File: src/rtl/pwt_pkg.sv
// Shared types, codes and helpers for the protobuf wire tokenizer.
package pwt_pkg;

  typedef enum logic [2:0] {
    PH_TAG     = 3'd0,
    PH_VARINT  = 3'd1,
    PH_LENGTH  = 3'd2,
    PH_PAYLOAD = 3'd3,
    PH_FIXED   = 3'd4,
    PH_DRAIN   = 3'd5
  } phase_t;

  // token kinds
  localparam logic [2:0] TK_VARINT  = 3'd0;
  localparam logic [2:0] TK_LEN_HDR = 3'd1;
  localparam logic [2:0] TK_PAYLOAD = 3'd2;
  localparam logic [2:0] TK_FIXED   = 3'd3;
  localparam logic [2:0] TK_ERROR   = 3'd4;
  localparam logic [2:0] TK_END     = 3'd5;

  // status codes
  localparam logic [2:0] ST_OK         = 3'd0;
  localparam logic [2:0] ST_BAD_VARINT = 3'd1;
  localparam logic [2:0] ST_TAG_BIG    = 3'd2;
  localparam logic [2:0] ST_FIELD_ZERO = 3'd3;
  localparam logic [2:0] ST_BAD_WIRE   = 3'd4;
  localparam logic [2:0] ST_TRUNCATED  = 3'd5;
  localparam logic [2:0] ST_TOO_LONG   = 3'd6;

  // wire types
  localparam logic [2:0] WT_VARINT  = 3'd0;
  localparam logic [2:0] WT_FIXED64 = 3'd1;
  localparam logic [2:0] WT_LEN     = 3'd2;
  localparam logic [2:0] WT_FIXED32 = 3'd5;

  localparam logic [3:0] LAST_VARINT_IDX = 4'd9;

  // byte as classified by the front end
  typedef struct packed {
    logic [7:0] data;
    logic       last;
    logic       cont;       // varint continuation bit
    logic       upper_set;  // any of bits 7..1 set
  } q_item_t;

  typedef struct packed {
    logic [2:0]  token_kind;
    logic [28:0] field_number;
    logic [2:0]  wire_kind;
    logic [63:0] field_value;
    logic [7:0]  payload_byte;
    logic [2:0]  status;
    logic        message_done;
  } result_t;

  // places a 7-bit varint group at its position in the 64-bit value
  function automatic logic [63:0] varint_shift(input logic [6:0] grp, input logic [3:0] idx);
    logic [69:0] wide;
    wide = 70'(grp) << (7 * idx);
    return wide[63:0];
  endfunction

endpackage

File: src/rtl/pwt_if.sv
// Valid/ready channel interfaces for message bytes and tokens.
interface pwt_byte_if;
  logic       valid;
  logic       ready;
  logic [7:0] data_byte;
  logic       last_byte;

  modport source (output valid, output data_byte, output last_byte, input ready);
  modport sink (input valid, input data_byte, input last_byte, output ready);
endinterface

interface pwt_token_if;
  logic        valid;
  logic        ready;
  logic [2:0]  token_kind;
  logic [28:0] field_number;
  logic [2:0]  wire_kind;
  logic [63:0] field_value;
  logic [7:0]  payload_byte;
  logic [2:0]  status;
  logic        message_done;

  modport source (output valid, output token_kind, output field_number, output wire_kind,
                  output field_value, output payload_byte, output status,
                  output message_done, input ready);
  modport sink (input valid, input token_kind, input field_number, input wire_kind,
                input field_value, input payload_byte, input status,
                input message_done, output ready);
endinterface

File: src/rtl/pwt_front.sv
// Front end: accepts bytes, classifies them and queues them for the parser.
module pwt_front (
  input  logic              clk,
  input  logic              rst,
  pwt_byte_if.sink          byte_in,
  output logic              q_valid,
  output pwt_pkg::q_item_t  q_item,
  input  logic              q_pop
);
  import pwt_pkg::*;

  q_item_t    q_mem [2];
  logic       wr_ptr;
  logic       rd_ptr;
  logic [1:0] count;
  logic       push;
  logic       pop;
  q_item_t    item_in;

  assign byte_in.ready = (count != 2'd2);
  assign push = byte_in.valid && byte_in.ready;
  assign q_valid = (count != 2'd0);
  assign pop = q_pop && q_valid;
  assign q_item = q_mem[rd_ptr];

  always_comb begin
    item_in.data      = byte_in.data_byte;
    item_in.last      = byte_in.last_byte;
    item_in.cont      = byte_in.data_byte[7];
    item_in.upper_set = (byte_in.data_byte[7:1] != 7'd0);
  end

  always_ff @(posedge clk) begin
    if (push) begin
      q_mem[wr_ptr] <= item_in;
    end
  end

  always_ff @(posedge clk) begin
    if (rst) begin
      wr_ptr <= 1'b0;
      rd_ptr <= 1'b0;
      count  <= 2'd0;
    end else begin
      if (push) begin
        wr_ptr <= ~wr_ptr;
      end
      if (pop) begin
        rd_ptr <= ~rd_ptr;
      end
      count <= count + {1'b0, push} - {1'b0, pop};
    end
  end

endmodule

File: src/rtl/pwt_back.sv
// Back end: wire-format parser state machine and token output register.
module pwt_back #(
  parameter int LENGTH_BITS = 24
) (
  input  logic              clk,
  input  logic              rst,
  input  logic              q_valid,
  input  pwt_pkg::q_item_t  q_item,
  output logic              q_pop,
  input  logic [31:0]       length_limit,
  pwt_token_if.source       token_out
);
  import pwt_pkg::*;

  phase_t                 phase, phase_next;
  logic [63:0]            acc, acc_next;
  logic [3:0]             idx, idx_next;
  logic [28:0]            cur_field, cur_field_next;
  logic [2:0]             cur_wire, cur_wire_next;
  logic [LENGTH_BITS-1:0] bytes_left, bytes_left_next;
  logic [2:0]             held_error, held_error_next;

  logic                   step;
  logic                   emit;
  logic [2:0]             emit_kind;
  logic [2:0]             emit_status;
  logic                   fail;
  logic [2:0]             fail_code;
  logic                   tag_branch;
  logic                   tag_start;
  logic [63:0]            acc_base;
  logic [3:0]             idx_base;
  logic [63:0]            acc_fed;
  logic                   feed_bad;
  logic                   len_over;
  logic [LENGTH_BITS-1:0] bl_dec;

  logic                   out_valid;
  result_t                out_res;
  result_t                res;

  assign step  = q_valid && (!out_valid || token_out.ready);
  assign q_pop = step;

  assign tag_branch = !(phase == PH_VARINT || phase == PH_LENGTH || phase == PH_PAYLOAD ||
                        phase == PH_FIXED || phase == PH_DRAIN);
  assign tag_start  = (phase != PH_TAG) || (idx == 4'd0);
  assign acc_base   = (tag_branch && tag_start) ? 64'd0 : acc;
  assign idx_base   = (tag_branch && tag_start) ? 4'd0 : idx;
  assign acc_fed    = acc_base | varint_shift(q_item.data[6:0], idx_base);
  // the tenth byte may carry only bit 63
  assign feed_bad   = ((idx_base >= LAST_VARINT_IDX) && q_item.upper_set) ||
                      (idx_base > LAST_VARINT_IDX);
  assign len_over   = (acc_fed[63:32] != 32'd0) || (acc_fed[31:0] > length_limit);
  assign bl_dec     = (bytes_left != '0) ? bytes_left - LENGTH_BITS'(1) : '0;

  // next state
  always_comb begin
    phase_next      = phase;
    acc_next        = acc;
    idx_next        = idx;
    cur_field_next  = cur_field;
    cur_wire_next   = cur_wire;
    bytes_left_next = bytes_left;
    held_error_next = held_error;
    emit            = 1'b0;
    emit_kind       = TK_VARINT;
    emit_status     = ST_OK;
    fail            = 1'b0;
    fail_code       = ST_OK;

    if (step) begin
      case (phase)
        PH_DRAIN: begin
          if (q_item.last) begin
            emit            = 1'b1;
            emit_kind       = TK_END;
            emit_status     = held_error;
            held_error_next = ST_OK;
            phase_next      = PH_TAG;
            acc_next        = 64'd0;
            idx_next        = 4'd0;
          end
        end
        PH_VARINT, PH_LENGTH: begin
          if (feed_bad) begin
            fail      = 1'b1;
            fail_code = ST_BAD_VARINT;
          end else if (q_item.cont) begin
            if (q_item.last) begin
              fail      = 1'b1;
              fail_code = ST_TRUNCATED;
            end else begin
              acc_next = acc_fed;
              idx_next = idx + 4'd1;
            end
          end else if (phase == PH_VARINT) begin
            emit       = 1'b1;
            emit_kind  = TK_VARINT;
            phase_next = PH_TAG;
            acc_next   = 64'd0;
            idx_next   = 4'd0;
          end else if (len_over) begin
            fail      = 1'b1;
            fail_code = ST_TOO_LONG;
          end else if ((acc_fed != 64'd0) && q_item.last) begin
            fail      = 1'b1;
            fail_code = ST_TRUNCATED;
          end else begin
            emit      = 1'b1;
            emit_kind = TK_LEN_HDR;
            acc_next  = 64'd0;
            idx_next  = 4'd0;
            if (acc_fed == 64'd0) begin
              phase_next = PH_TAG;
            end else begin
              // length fits: len_over bounds it below 2^LENGTH_BITS
              bytes_left_next = acc_fed[LENGTH_BITS-1:0];
              phase_next      = PH_PAYLOAD;
            end
          end
        end
        PH_PAYLOAD: begin
          bytes_left_next = bl_dec;
          if ((bl_dec != '0) && q_item.last) begin
            fail      = 1'b1;
            fail_code = ST_TRUNCATED;
          end else begin
            emit      = 1'b1;
            emit_kind = TK_PAYLOAD;
            if (bl_dec == '0) begin
              phase_next = PH_TAG;
              acc_next   = 64'd0;
              idx_next   = 4'd0;
            end
          end
        end
        PH_FIXED: begin
          bytes_left_next = bl_dec;
          if (bl_dec != '0) begin
            if (q_item.last) begin
              fail      = 1'b1;
              fail_code = ST_TRUNCATED;
            end
          end else begin
            emit       = 1'b1;
            emit_kind  = TK_FIXED;
            phase_next = PH_TAG;
            acc_next   = 64'd0;
            idx_next   = 4'd0;
          end
        end
        default: begin
          // tag bytes; unused codes restart a tag
          phase_next = PH_TAG;
          if (tag_start) begin
            cur_field_next = 29'd0;
            cur_wire_next  = WT_VARINT;
          end
          if (feed_bad) begin
            fail      = 1'b1;
            fail_code = ST_BAD_VARINT;
          end else if (q_item.cont) begin
            if (q_item.last) begin
              fail      = 1'b1;
              fail_code = ST_TRUNCATED;
            end else begin
              acc_next = acc_fed;
              idx_next = idx_base + 4'd1;
            end
          end else if (acc_fed[63:32] != 32'd0) begin
            fail      = 1'b1;
            fail_code = ST_TAG_BIG;
          end else begin
            cur_field_next = acc_fed[31:3];
            cur_wire_next  = acc_fed[2:0];
            acc_next       = 64'd0;
            idx_next       = 4'd0;
            if (acc_fed[31:3] == 29'd0) begin
              fail      = 1'b1;
              fail_code = ST_FIELD_ZERO;
            end else begin
              case (acc_fed[2:0])
                WT_VARINT: phase_next = PH_VARINT;
                WT_FIXED64: begin
                  phase_next      = PH_FIXED;
                  bytes_left_next = LENGTH_BITS'(8);
                end
                WT_LEN: phase_next = PH_LENGTH;
                WT_FIXED32: begin
                  phase_next      = PH_FIXED;
                  bytes_left_next = LENGTH_BITS'(4);
                end
                default: begin
                  fail      = 1'b1;
                  fail_code = ST_BAD_WIRE;
                end
              endcase
              if (!fail && q_item.last) begin
                fail      = 1'b1;
                fail_code = ST_TRUNCATED;
              end
            end
          end
        end
      endcase

      if (fail) begin
        emit            = 1'b1;
        emit_kind       = TK_ERROR;
        emit_status     = fail_code;
        phase_next      = q_item.last ? PH_TAG : PH_DRAIN;
        held_error_next = q_item.last ? ST_OK : fail_code;
        acc_next        = 64'd0;
        idx_next        = 4'd0;
      end
    end
  end

  // token built from this step's decision
  always_comb begin
    res.token_kind   = emit_kind;
    res.field_number = cur_field_next;
    res.wire_kind    = cur_wire_next;
    res.field_value  = (emit_kind == TK_VARINT || emit_kind == TK_LEN_HDR) ? acc_fed : 64'd0;
    res.payload_byte = (emit_kind == TK_PAYLOAD) ? q_item.data : 8'd0;
    res.status       = emit_status;
    res.message_done = q_item.last;
  end

  always_ff @(posedge clk) begin
    if (rst) begin
      phase      <= PH_TAG;
      acc        <= 64'd0;
      idx        <= 4'd0;
      cur_field  <= 29'd0;
      cur_wire   <= WT_VARINT;
      bytes_left <= '0;
      held_error <= ST_OK;
      out_valid  <= 1'b0;
    end else begin
      phase      <= phase_next;
      acc        <= acc_next;
      idx        <= idx_next;
      cur_field  <= cur_field_next;
      cur_wire   <= cur_wire_next;
      bytes_left <= bytes_left_next;
      held_error <= held_error_next;
      if (step) begin
        out_valid <= emit;
      end else if (token_out.ready) begin
        out_valid <= 1'b0;
      end
    end
  end

  always_ff @(posedge clk) begin
    if (step && emit) begin
      out_res <= res;
    end
  end

  assign token_out.valid        = out_valid;
  assign token_out.token_kind   = out_res.token_kind;
  assign token_out.field_number = out_res.field_number;
  assign token_out.wire_kind    = out_res.wire_kind;
  assign token_out.field_value  = out_res.field_value;
  assign token_out.payload_byte = out_res.payload_byte;
  assign token_out.status       = out_res.status;
  assign token_out.message_done = out_res.message_done;

endmodule

File: src/rtl/protobuf_wire_tokenizer.sv
// Streaming protobuf wire-format tokenizer, one message byte per item, at most one
// token per byte. It sustains one byte per clock unless the token receiver holds off a
// waiting token: a two-entry queue sits between the byte classifier and the parser, and
// the parser's token register is refilled in the same cycle it is drained, so the rate
// is set by the parser step. A token passes through the queue entry and then the token
// register after its byte is accepted.
// Tag bytes and unfinished varint or fixed bytes make no token; after an error all bytes
// are dropped until the last byte of the message, which returns an end token with the
// held error.
// Lengths above the smaller of max_field_length and 2^LENGTH_BITS-1 are errors.
// max_field_length resets to 3145728 and should only be written while idle.
module protobuf_wire_tokenizer #(
  parameter int LENGTH_BITS = 24
) (
  input  logic        clk,
  input  logic        rst,
  input  logic        cfg_we,
  input  logic [23:0] cfg_wdata,
  pwt_byte_if.sink    byte_in,
  pwt_token_if.source token_out
);
  import pwt_pkg::*;

  localparam logic [32:0] CAP_WIDE = (33'd1 << LENGTH_BITS) - 33'd1;
  localparam logic [31:0] LEN_CAP  = CAP_WIDE[31:0];

  logic [23:0] max_field_length;
  logic [31:0] length_limit;
  logic        q_valid;
  q_item_t     q_item;
  logic        q_pop;

  always_ff @(posedge clk) begin
    if (rst) begin
      max_field_length <= 24'd3145728;
    end else if (cfg_we) begin
      max_field_length <= cfg_wdata;
    end
  end

  assign length_limit = ({8'd0, max_field_length} < LEN_CAP) ? {8'd0, max_field_length}
                                                              : LEN_CAP;

  pwt_front u_front (
    .clk     (clk),
    .rst     (rst),
    .byte_in (byte_in),
    .q_valid (q_valid),
    .q_item  (q_item),
    .q_pop   (q_pop)
  );

  pwt_back #(
    .LENGTH_BITS (LENGTH_BITS)
  ) u_back (
    .clk          (clk),
    .rst          (rst),
    .q_valid      (q_valid),
    .q_item       (q_item),
    .q_pop        (q_pop),
    .length_limit (length_limit),
    .token_out    (token_out)
  );

endmodule

File: src/flat_wrapper.sv
// flat-port wrapper written by rule: the top's interface ports become plain ports
module protobuf_wire_tokenizer_flat import pwt_pkg::*;
#(
  parameter int LENGTH_BITS = 24
)
  (clk, rst, cfg_we, cfg_wdata, byte_in_valid, byte_in_data_byte, byte_in_last_byte, byte_in_ready, token_out_valid, token_out_token_kind, token_out_field_number, token_out_wire_kind, token_out_field_value, token_out_payload_byte, token_out_status, token_out_message_done, token_out_ready);
  pwt_byte_if byte_in_i ();
  pwt_token_if token_out_i ();
  input  logic clk;
  input  logic rst;
  input  logic cfg_we;
  input  logic [23:0] cfg_wdata;
  input wire logic [$bits(byte_in_i.valid)-1:0] byte_in_valid;
  input wire logic [$bits(byte_in_i.data_byte)-1:0] byte_in_data_byte;
  input wire logic [$bits(byte_in_i.last_byte)-1:0] byte_in_last_byte;
  output wire logic [$bits(byte_in_i.ready)-1:0] byte_in_ready;
  output wire logic [$bits(token_out_i.valid)-1:0] token_out_valid;
  output wire logic [$bits(token_out_i.token_kind)-1:0] token_out_token_kind;
  output wire logic [$bits(token_out_i.field_number)-1:0] token_out_field_number;
  output wire logic [$bits(token_out_i.wire_kind)-1:0] token_out_wire_kind;
  output wire logic [$bits(token_out_i.field_value)-1:0] token_out_field_value;
  output wire logic [$bits(token_out_i.payload_byte)-1:0] token_out_payload_byte;
  output wire logic [$bits(token_out_i.status)-1:0] token_out_status;
  output wire logic [$bits(token_out_i.message_done)-1:0] token_out_message_done;
  input wire logic [$bits(token_out_i.ready)-1:0] token_out_ready;
  assign byte_in_i.valid = byte_in_valid;
  assign byte_in_i.data_byte = byte_in_data_byte;
  assign byte_in_i.last_byte = byte_in_last_byte;
  assign byte_in_ready = byte_in_i.ready;
  assign token_out_valid = token_out_i.valid;
  assign token_out_token_kind = token_out_i.token_kind;
  assign token_out_field_number = token_out_i.field_number;
  assign token_out_wire_kind = token_out_i.wire_kind;
  assign token_out_field_value = token_out_i.field_value;
  assign token_out_payload_byte = token_out_i.payload_byte;
  assign token_out_status = token_out_i.status;
  assign token_out_message_done = token_out_i.message_done;
  assign token_out_i.ready = token_out_ready;
  protobuf_wire_tokenizer #(.LENGTH_BITS(LENGTH_BITS)) u_core (.clk(clk), .rst(rst), .cfg_we(cfg_we), .cfg_wdata(cfg_wdata), .byte_in(byte_in_i), .token_out(token_out_i));
endmodule
File: config.mk
export PLATFORM = sky130hd
export DESIGN_NAME = protobuf_wire_tokenizer_flat
export DESIGN_NICKNAME = d
export VERILOG_FILES = /design/src/rtl/pwt_pkg.sv /design/src/rtl/pwt_if.sv /design/src/rtl/pwt_front.sv /design/src/rtl/pwt_back.sv /design/src/rtl/protobuf_wire_tokenizer.sv /design/src/flat_wrapper.sv
export SDC_FILE = /design/constraint.sdc
export NUM_CORES = 1
export LEC_CHECK = 0
export BUFFER_PORTS_ARGS = -buffer_cell sky130_fd_sc_hd__buf_4
export CORE_MARGIN = 10
export CORE_UTILIZATION = 59
export DETAILED_ROUTE_END_ITERATION = 16
export GPL_TIMING_DRIVEN = 0
export HOLD_SLACK_MARGIN = 0.15
export PLACE_DENSITY = 0.79
export SYNTH_ARGS = -nofsm -noshare
export SYNTH_HDL_FRONTEND = slang
export SYNTH_SLANG_ARGS = --single-unit
File: constraint.sdc
create_clock -name clk -period 8.43 [get_ports clk]
set_clock_uncertainty 0.2 [all_clocks]
set_input_delay 0.4215 -clock clk [delete_from_list [all_inputs] [get_ports clk]]
set_output_delay 0.4215 -clock clk [all_outputs]
set_load 0.01 [all_outputs]
-- After elaboration in Yosys (flattened, before gate mapping)
Memories as Yosys holds them, arrays and structs flattened. A register that Yosys moved wholly into a read port is not among the register bits.
Cells that the tools add are included.
- bits in registers: 270
- latch bits: 0
- RAM bits: 22
- memory bits (read-only): 0
- input bits: 38
- output and inout port bits: 113
- logic and storage cells: 264
- memories kept: 1
- memories (name ; words ; bits a word ; rd ports ; clocked after memory_dff ; write ports ; RTL line ; RTL):
    u_core.u_front.q_mem ; 2 ; 11 ; 1 ; 1 ; 1 ; pwt_front.sv:12 ; q_item_t q_mem [2];
- add/subtract/negate cells: 5
- multiply operators: 1
- div/mod/pow operators: 0
- order comparisons: 4
- equality and inequality tests: 35
- shift-type cells: 1
- muxes and demuxes: 146
- bitwise logic cells: 4
- reduce and logical (&&, ||, !) cells: 48
- operators with widths (cell ; number):
    64-bit 2-to-1 mux ; 15
    24-bit 2-to-1 mux ; 12
    64-bit case mux with 4 select lines ; 1
    29-bit 2-to-1 mux ; 6
    3-bit 2-to-1 mux ; 43
    24-bit case mux with 3 select lines ; 1
    64-bit logical NOT ; 1
    4-bit 2-to-1 mux ; 16
    64-bit bitwise OR ; 1
    64-bit nonzero test ; 1
    7-bit by 7-bit left shift with 64-bit output ; 1
    24-bit case mux with 2 select lines ; 1
    24-bit nonzero test ; 2
    1-bit 2-to-1 mux ; 41
    3-bit case mux with 4 select lines ; 3
    32-bit greater-than comparator ; 1
    32-bit nonzero test ; 1
    29-bit logical NOT ; 1
    24-bit logical NOT ; 1
    24-bit < comparator (second input constant) ; 1
    24-bit by 1-bit subtractor with 24-bit output (second input constant) ; 1
    2-bit inequality test (second input constant) ; 9
    4-bit case mux with 4 select lines ; 1
    3-bit by 2-bit inequality test with 1-bit output (second input constant) ; 5
    other kinds (37) ; 78

-- Longest topological paths before layout
- depth in word-level cells: 33
- depth in mapped cells: 24
- depth with buffers taken out: 18

-- By module
Synthesis repeated with hierarchy kept, for this count alone.
- cell total of the unflattened synthesis: 1485
- area, all modules: 14406.3 µm²
- by module, submodules not included (module ; instances ; cells an instance ; area an instance (µm²) ; sequential area each (µm²)):
    pwt_back ; 1 ; 1319 ; 12440.7 ; 5955.7
    pwt_front ; 1 ; 64 ; 998.5 ; 700.7
    protobuf_wire_tokenizer ; 1 ; 102 ; 967.2 ; 480.5

-- Least setup slack after synthesis
OpenSTA, ideal clock, no wires.
- path type: flip-flop to flip-flop
- start: register u_core.u_back.idx[1]
- end: register u_core.u_back.out_res, in the netlist u_core.u_back.token_out.field_number[0] (enable)
- arrival: 6.056 ns
- data required time: 7.766 ns
- setup slack: 1.709 ns
- stages on the path, launching flop included: 20
- buffers on the path: 4
- cells stage by stage: dfxtp_1 > buf_2 > inv_1 > ha_1 > or3b_2 > buf_2 > o21ai_4 > buf_4 > clkbuf_1 > nor2_1 > ha_1 > nand4_1 > a2111o_1 > a311oi_1 > o31ai_1 > a21oi_1 > o21ai_1 > a21oi_2 > o31ai_1 > inv_1
- elaborated cells on any way between the ends: 53
- classes of those cells: mul: 1; order compare: 3; eq/ne: 3; shift: 1; mux: 29; bitwise: 1; reduce/logical: 15
- RTL lines (item ; RTL line ; RTL):
    start, declared ; pwt_back.sv:17 ; logic [3:0] idx, idx_next;
    start signal, assigned ; pwt_back.sv:244 ; idx <= idx_next;
    4-bit logical NOT ; pwt_back.sv:47 ; assign tag_start = (phase != PH_TAG) || (idx == 4'd0);
    1-bit logical OR ; pwt_back.sv:47 ;
    1-bit logical AND ; pwt_back.sv:48, pwt_back.sv:49 ;
    4-bit 2-to-1 mux ; pwt_back.sv:49 ; assign idx_base = (tag_branch && tag_start) ? 4'd0 : idx;
    3-bit by 4-bit multiplier with 7-bit output ; pwt_pkg.sv:59 ; wide = 70'(grp) << (7 * idx);
    7-bit by 7-bit left shift with 64-bit output ; pwt_pkg.sv:59 ;
    64-bit bitwise OR (*) ; pwt_back.sv:50 ; assign acc_fed = acc_base | varint_shift(q_item.data[6:0], idx_base);
    named net u_core.u_back.acc_fed[14] ; pwt_back.sv:33 ; logic [63:0] acc_fed;
    branches (longest 9 deep; another with 32-bit greater-than comparator) ; n/a ;
    1-bit 2-to-1 mux (*) ; pwt_back.sv:208 ; if (fail) begin
    1-bit 2-to-1 mux (*) ; pwt_back.sv:72 ; if (step) begin
    1-bit logical AND (*) ; pwt_back.sv:258 ; if (step && emit) begin
    end signal, assigned ; pwt_back.sv:259 ; out_res <= res;
    end, declared ; pwt_back.sv:39 ; result_t out_res;
Mark *: on every way through the listed nets, which the timed path passes. The select of a mux whose other input is x is not followed.
A chain may end at the register's enable or synchronous reset.

-- Worst setup path in the final report
- start: register u_core.u_back.idx[1]
- end: register u_core.u_back.out_res, in the netlist u_core.u_back.token_out.field_value[18] (enable)
Same word-level chain as after synthesis.

==> flow_metrics.tcl <==
set metrics [dict create \
    status "completed" \
    pwr_density_cell_mw_per_mm2 401 \
    cts_tree "done" \
    ant_nets 0 \
    hold_end "u_core.max_field_length[4]" \
    worstMarginPinSlew_ns 1.17 \
    die_x_um 174 \
    clock-sinks 291 \
    synth-seq-cells 291 \
    critPathMaxFanout 71 \
    synth_area_per_cell_sq_um 10.1 \
    synth_top_area_cell "edfxtp_1" \
    setup_tns_ns 0 \
    synth_edf_count 131 \
    timing_hold_violations_final 0 \
    finalSetupViolCount 0 \
    path_class "register to register" \
    fin_nets 1661 \
    grt_pass1_vias 11551 \
    synth-main-ff-cell "dfxtp_1" \
    hold_buffers 35 \
    coreArea_sq_mm 0.0233 \
    start_kind "register" \
    area_growth_pct 20.4 \
    post-route-period-util_pct 81.1 \
    postCtsSetupBuffers 0 \
    vias_per_cell 6.22 \
    yosysWarnings 0 \
    hp-class "input port to register" \
    num-fill-cells 1737 \
    finalMaxSlewViolations 0 \
    cts-buffers-inserted 29 \
    gp_congestion 0.964 \
    fmax_mhz 146 \
    r2r_setup_slack_ns 1.60 \
    portBuffers 148 \
    drive_above_1_share_pct 17.7 \
    synth_top_cell_area_share_pct 28.2 \
    min_period_ns 6.83 \
    timing.max_slew.rel_slack_pct 21.4 \
    netlist_instances 1376 \
    crit_chain "buf_2, inv_1, ha_1, or3b_2, buf_2, o21ai_4, buf_4, clkbuf_1, nor2_1, ha_1, a21oi_1, nor2_1, a211oi_1, o21ai_0, o31ai_1, a21oi_1, o21ai_1, a21oi_2, o31ai_1, inv_4, buf_16" \
    ys_types 88 \
    io_pins 151 \
    start_util_pct 59.8 \
    ys_seq_area_share_pct 51.2 \
    wire_per_inst_um 22.3 \
    clkTransAtPathRegs_ns 0.06 \
    grt_usage_pct 27.2 \
    routed_wl_um 43100 \
    cap_viol_max_count 0 \
    syn-num-nets 1446 \
    ctsResizeCount 0 \
    critPathArrivalTime_ns 6.89 \
    final_common_cell "nor2_1" \
    antenna_found_initial 0 \
    holdCritStartpoint "cfg_we" \
    grt_max_degree 72 \
    leakage_uw 0.00666 \
    ir_drop_v 0.000491 \
    cp.required_ns 8.49 \
    syn_area_sq_mm 0.0139 \
    final_cells 1933 \
    grt_pass1_wl_um 66300 \
    r2r-start "u_core.u_back.idx[1]" \
    rsz0062_at_grt "false" \
    hold_depth 3 \
    total_power_uw 6740 \
    hpwl_um 30300 \
    worst-path-buf-inv 7 \
    drc 0 \
    reg2regPathDepth 21 \
    dieHeight_um 174 \
    grt.overflow.total 0 \
    crit_path_max_incr_delay_ns 0.73 \
    dr.pass1.iters 6 \
    drt_iter0_drc 1482 \
    cts_root_buf "clkbuf_16" \
    clk_path_buf_depth 3 \
    cts_max_level 1 \
    clock_latency_ns 0.57 \
    post-place-cells 1844 \
    critPathSlowestCell "o31ai_1" \
    ys_async_sr_fraction_pct 0 \
    num_rows 56 \
    path_delay_family "compound AO/OA/AOI/OAI gates" \
    crit_path_end_kind "register" \
    dieArea_sq_mm 0.0302 \
    synth_area_leaders "edfxtp_1 28%, dfxtp_1 23%, nor2_1 4.8%, a22o_1 3.8%, a21oi_1 3.4%" \
    rr_endpoint "u_core.u_back.token_out.field_value[18]" \
    vias 12027 \
    mostFrequentLayoutCells "178 x nor2_1, 160 x dfxtp_1, 151 x buf_4, 131 x edfxtp_1, 95 x a21oi_1" \
]
-- worst min-delay path: cells and delay by family --
kind | cells | cell delay [ns]
buffers and inverters | 1 | 0.23
and+or+nand+nor | 1 | 0.08
muxes | 1 | 0.18
-- where the power goes --
group / switching (uW) / internal [uW] / leakage [uW]
registers: 142 / 1960 / 0.00256
logic: 2200 / 1140 / 0.00363
clock network: 556 / 745 / 0.000475
-- through the flow --
| step | utilization, % | hold WS, ns | area (sq um) | worst slack [ns] |
|---|---|---|---|---|
| floorplan | - | 0.229 | 13900 | 1.71 |
| global placement | 66.2 | 0.238 | 15500 | -0.129 |
| detailed placement | 66.4 | 0.244 | 15500 | 1.89 |
| CTS | 72.0 | 0.172 | 16800 | 1.84 |
| global route | 72.0 | 0.204 | 16800 | 1.28 |
| finish | 72.0 | 0.182 | 16800 | 1.60 |
-- logic make-up after synthesis --
group | Yosys count | synth area share [%]
compound gates | 350 | 17.9
xor+xnor | 16 | 1.00
fa+ha+maj | 32 | 2.87
buf+inv | 135 | 4.59
flops | 291 | 51.2
mux | 57 | 4.24
simple gates | 495 | 18.2
-- how the worst max path moves through the flow --
stage	from	end	cells after the start
after global placement	u_core.u_back.idx[1]	u_core.u_back.token_out.field_value[12]	20
final	u_core.u_back.idx[1]	u_core.u_back.token_out.field_value[18]	21
after global routing	u_core.u_back.idx[1]	u_core.u_back.token_out.field_value[25]	21
after detailed placement	u_core.u_back.idx[1]	u_core.u_back.token_out.field_number[22]	21
after floorplan	u_core.u_back.idx[1]	u_core.u_back.token_out.field_number[0]	19
after CTS	u_core.u_back.idx[1]	u_core.u_back.token_out.field_value[18]	21
-- cell type report --
cell class / count / area [sq um] / area share, %
sequential: 291 / 7140 / 42.5
timing repair buffer: 184 / 1490 / 8.86
antenna: 1 / 2.50 / 0.0149
multi-input combinational: 950 / 6170 / 36.7
buffer: 90 / 472 / 2.81
clock buffer: 39 / 817 / 4.86
inverter: 45 / 171 / 1.02
tap: 319 / 399 / 2.38
clock inverter: 14 / 141 / 0.842
-- synthesized netlist by cell type (10+ instances only) --
master	number
nand4_1	23
dfxtp_1	160
a22o_1	60
buf_2	31
nor4_1	24
clkbuf_1	40
edfxtp_1	131
nand2b_1	17
nor3_1	59
nor2b_1	12
inv_1	44
nand3_1	13
buf_6	11
nor2_1	178
a211oi_1	11
mux2i_1	47
o22ai_1	10
and2_1	50
a21oi_1	95
a22oi_1	47
ha_1	32
nand2_1	71
o21ai_0	39
-- sequential cells by signal, summed over array words and instances (netlist names), 8 cells and up, named ones only --
name / flops
u_core.u_back.token_out.payload_byte: 8
u_core.u_back.token_out.field_number: 29
u_core.u_back.token_out.field_value: 64
u_core.u_front.q_mem: 20
u_core.u_back.acc: 64
u_core.max_field_length: 24
u_core.u_back.cur_field: 29
u_core.u_back.bytes_left: 24
-- metal layers --
| layer | wire [um] | track usage, % |
|---|---|---|
| met5 | 0 | 0 |
| met4 | 1420 | 9.41 |
| met3 | 4380 | 5.40 |
| met2 | 19800 | 43.3 |
| met1 | 17600 | 36.2 |
(Power assumes the default switching activity.)
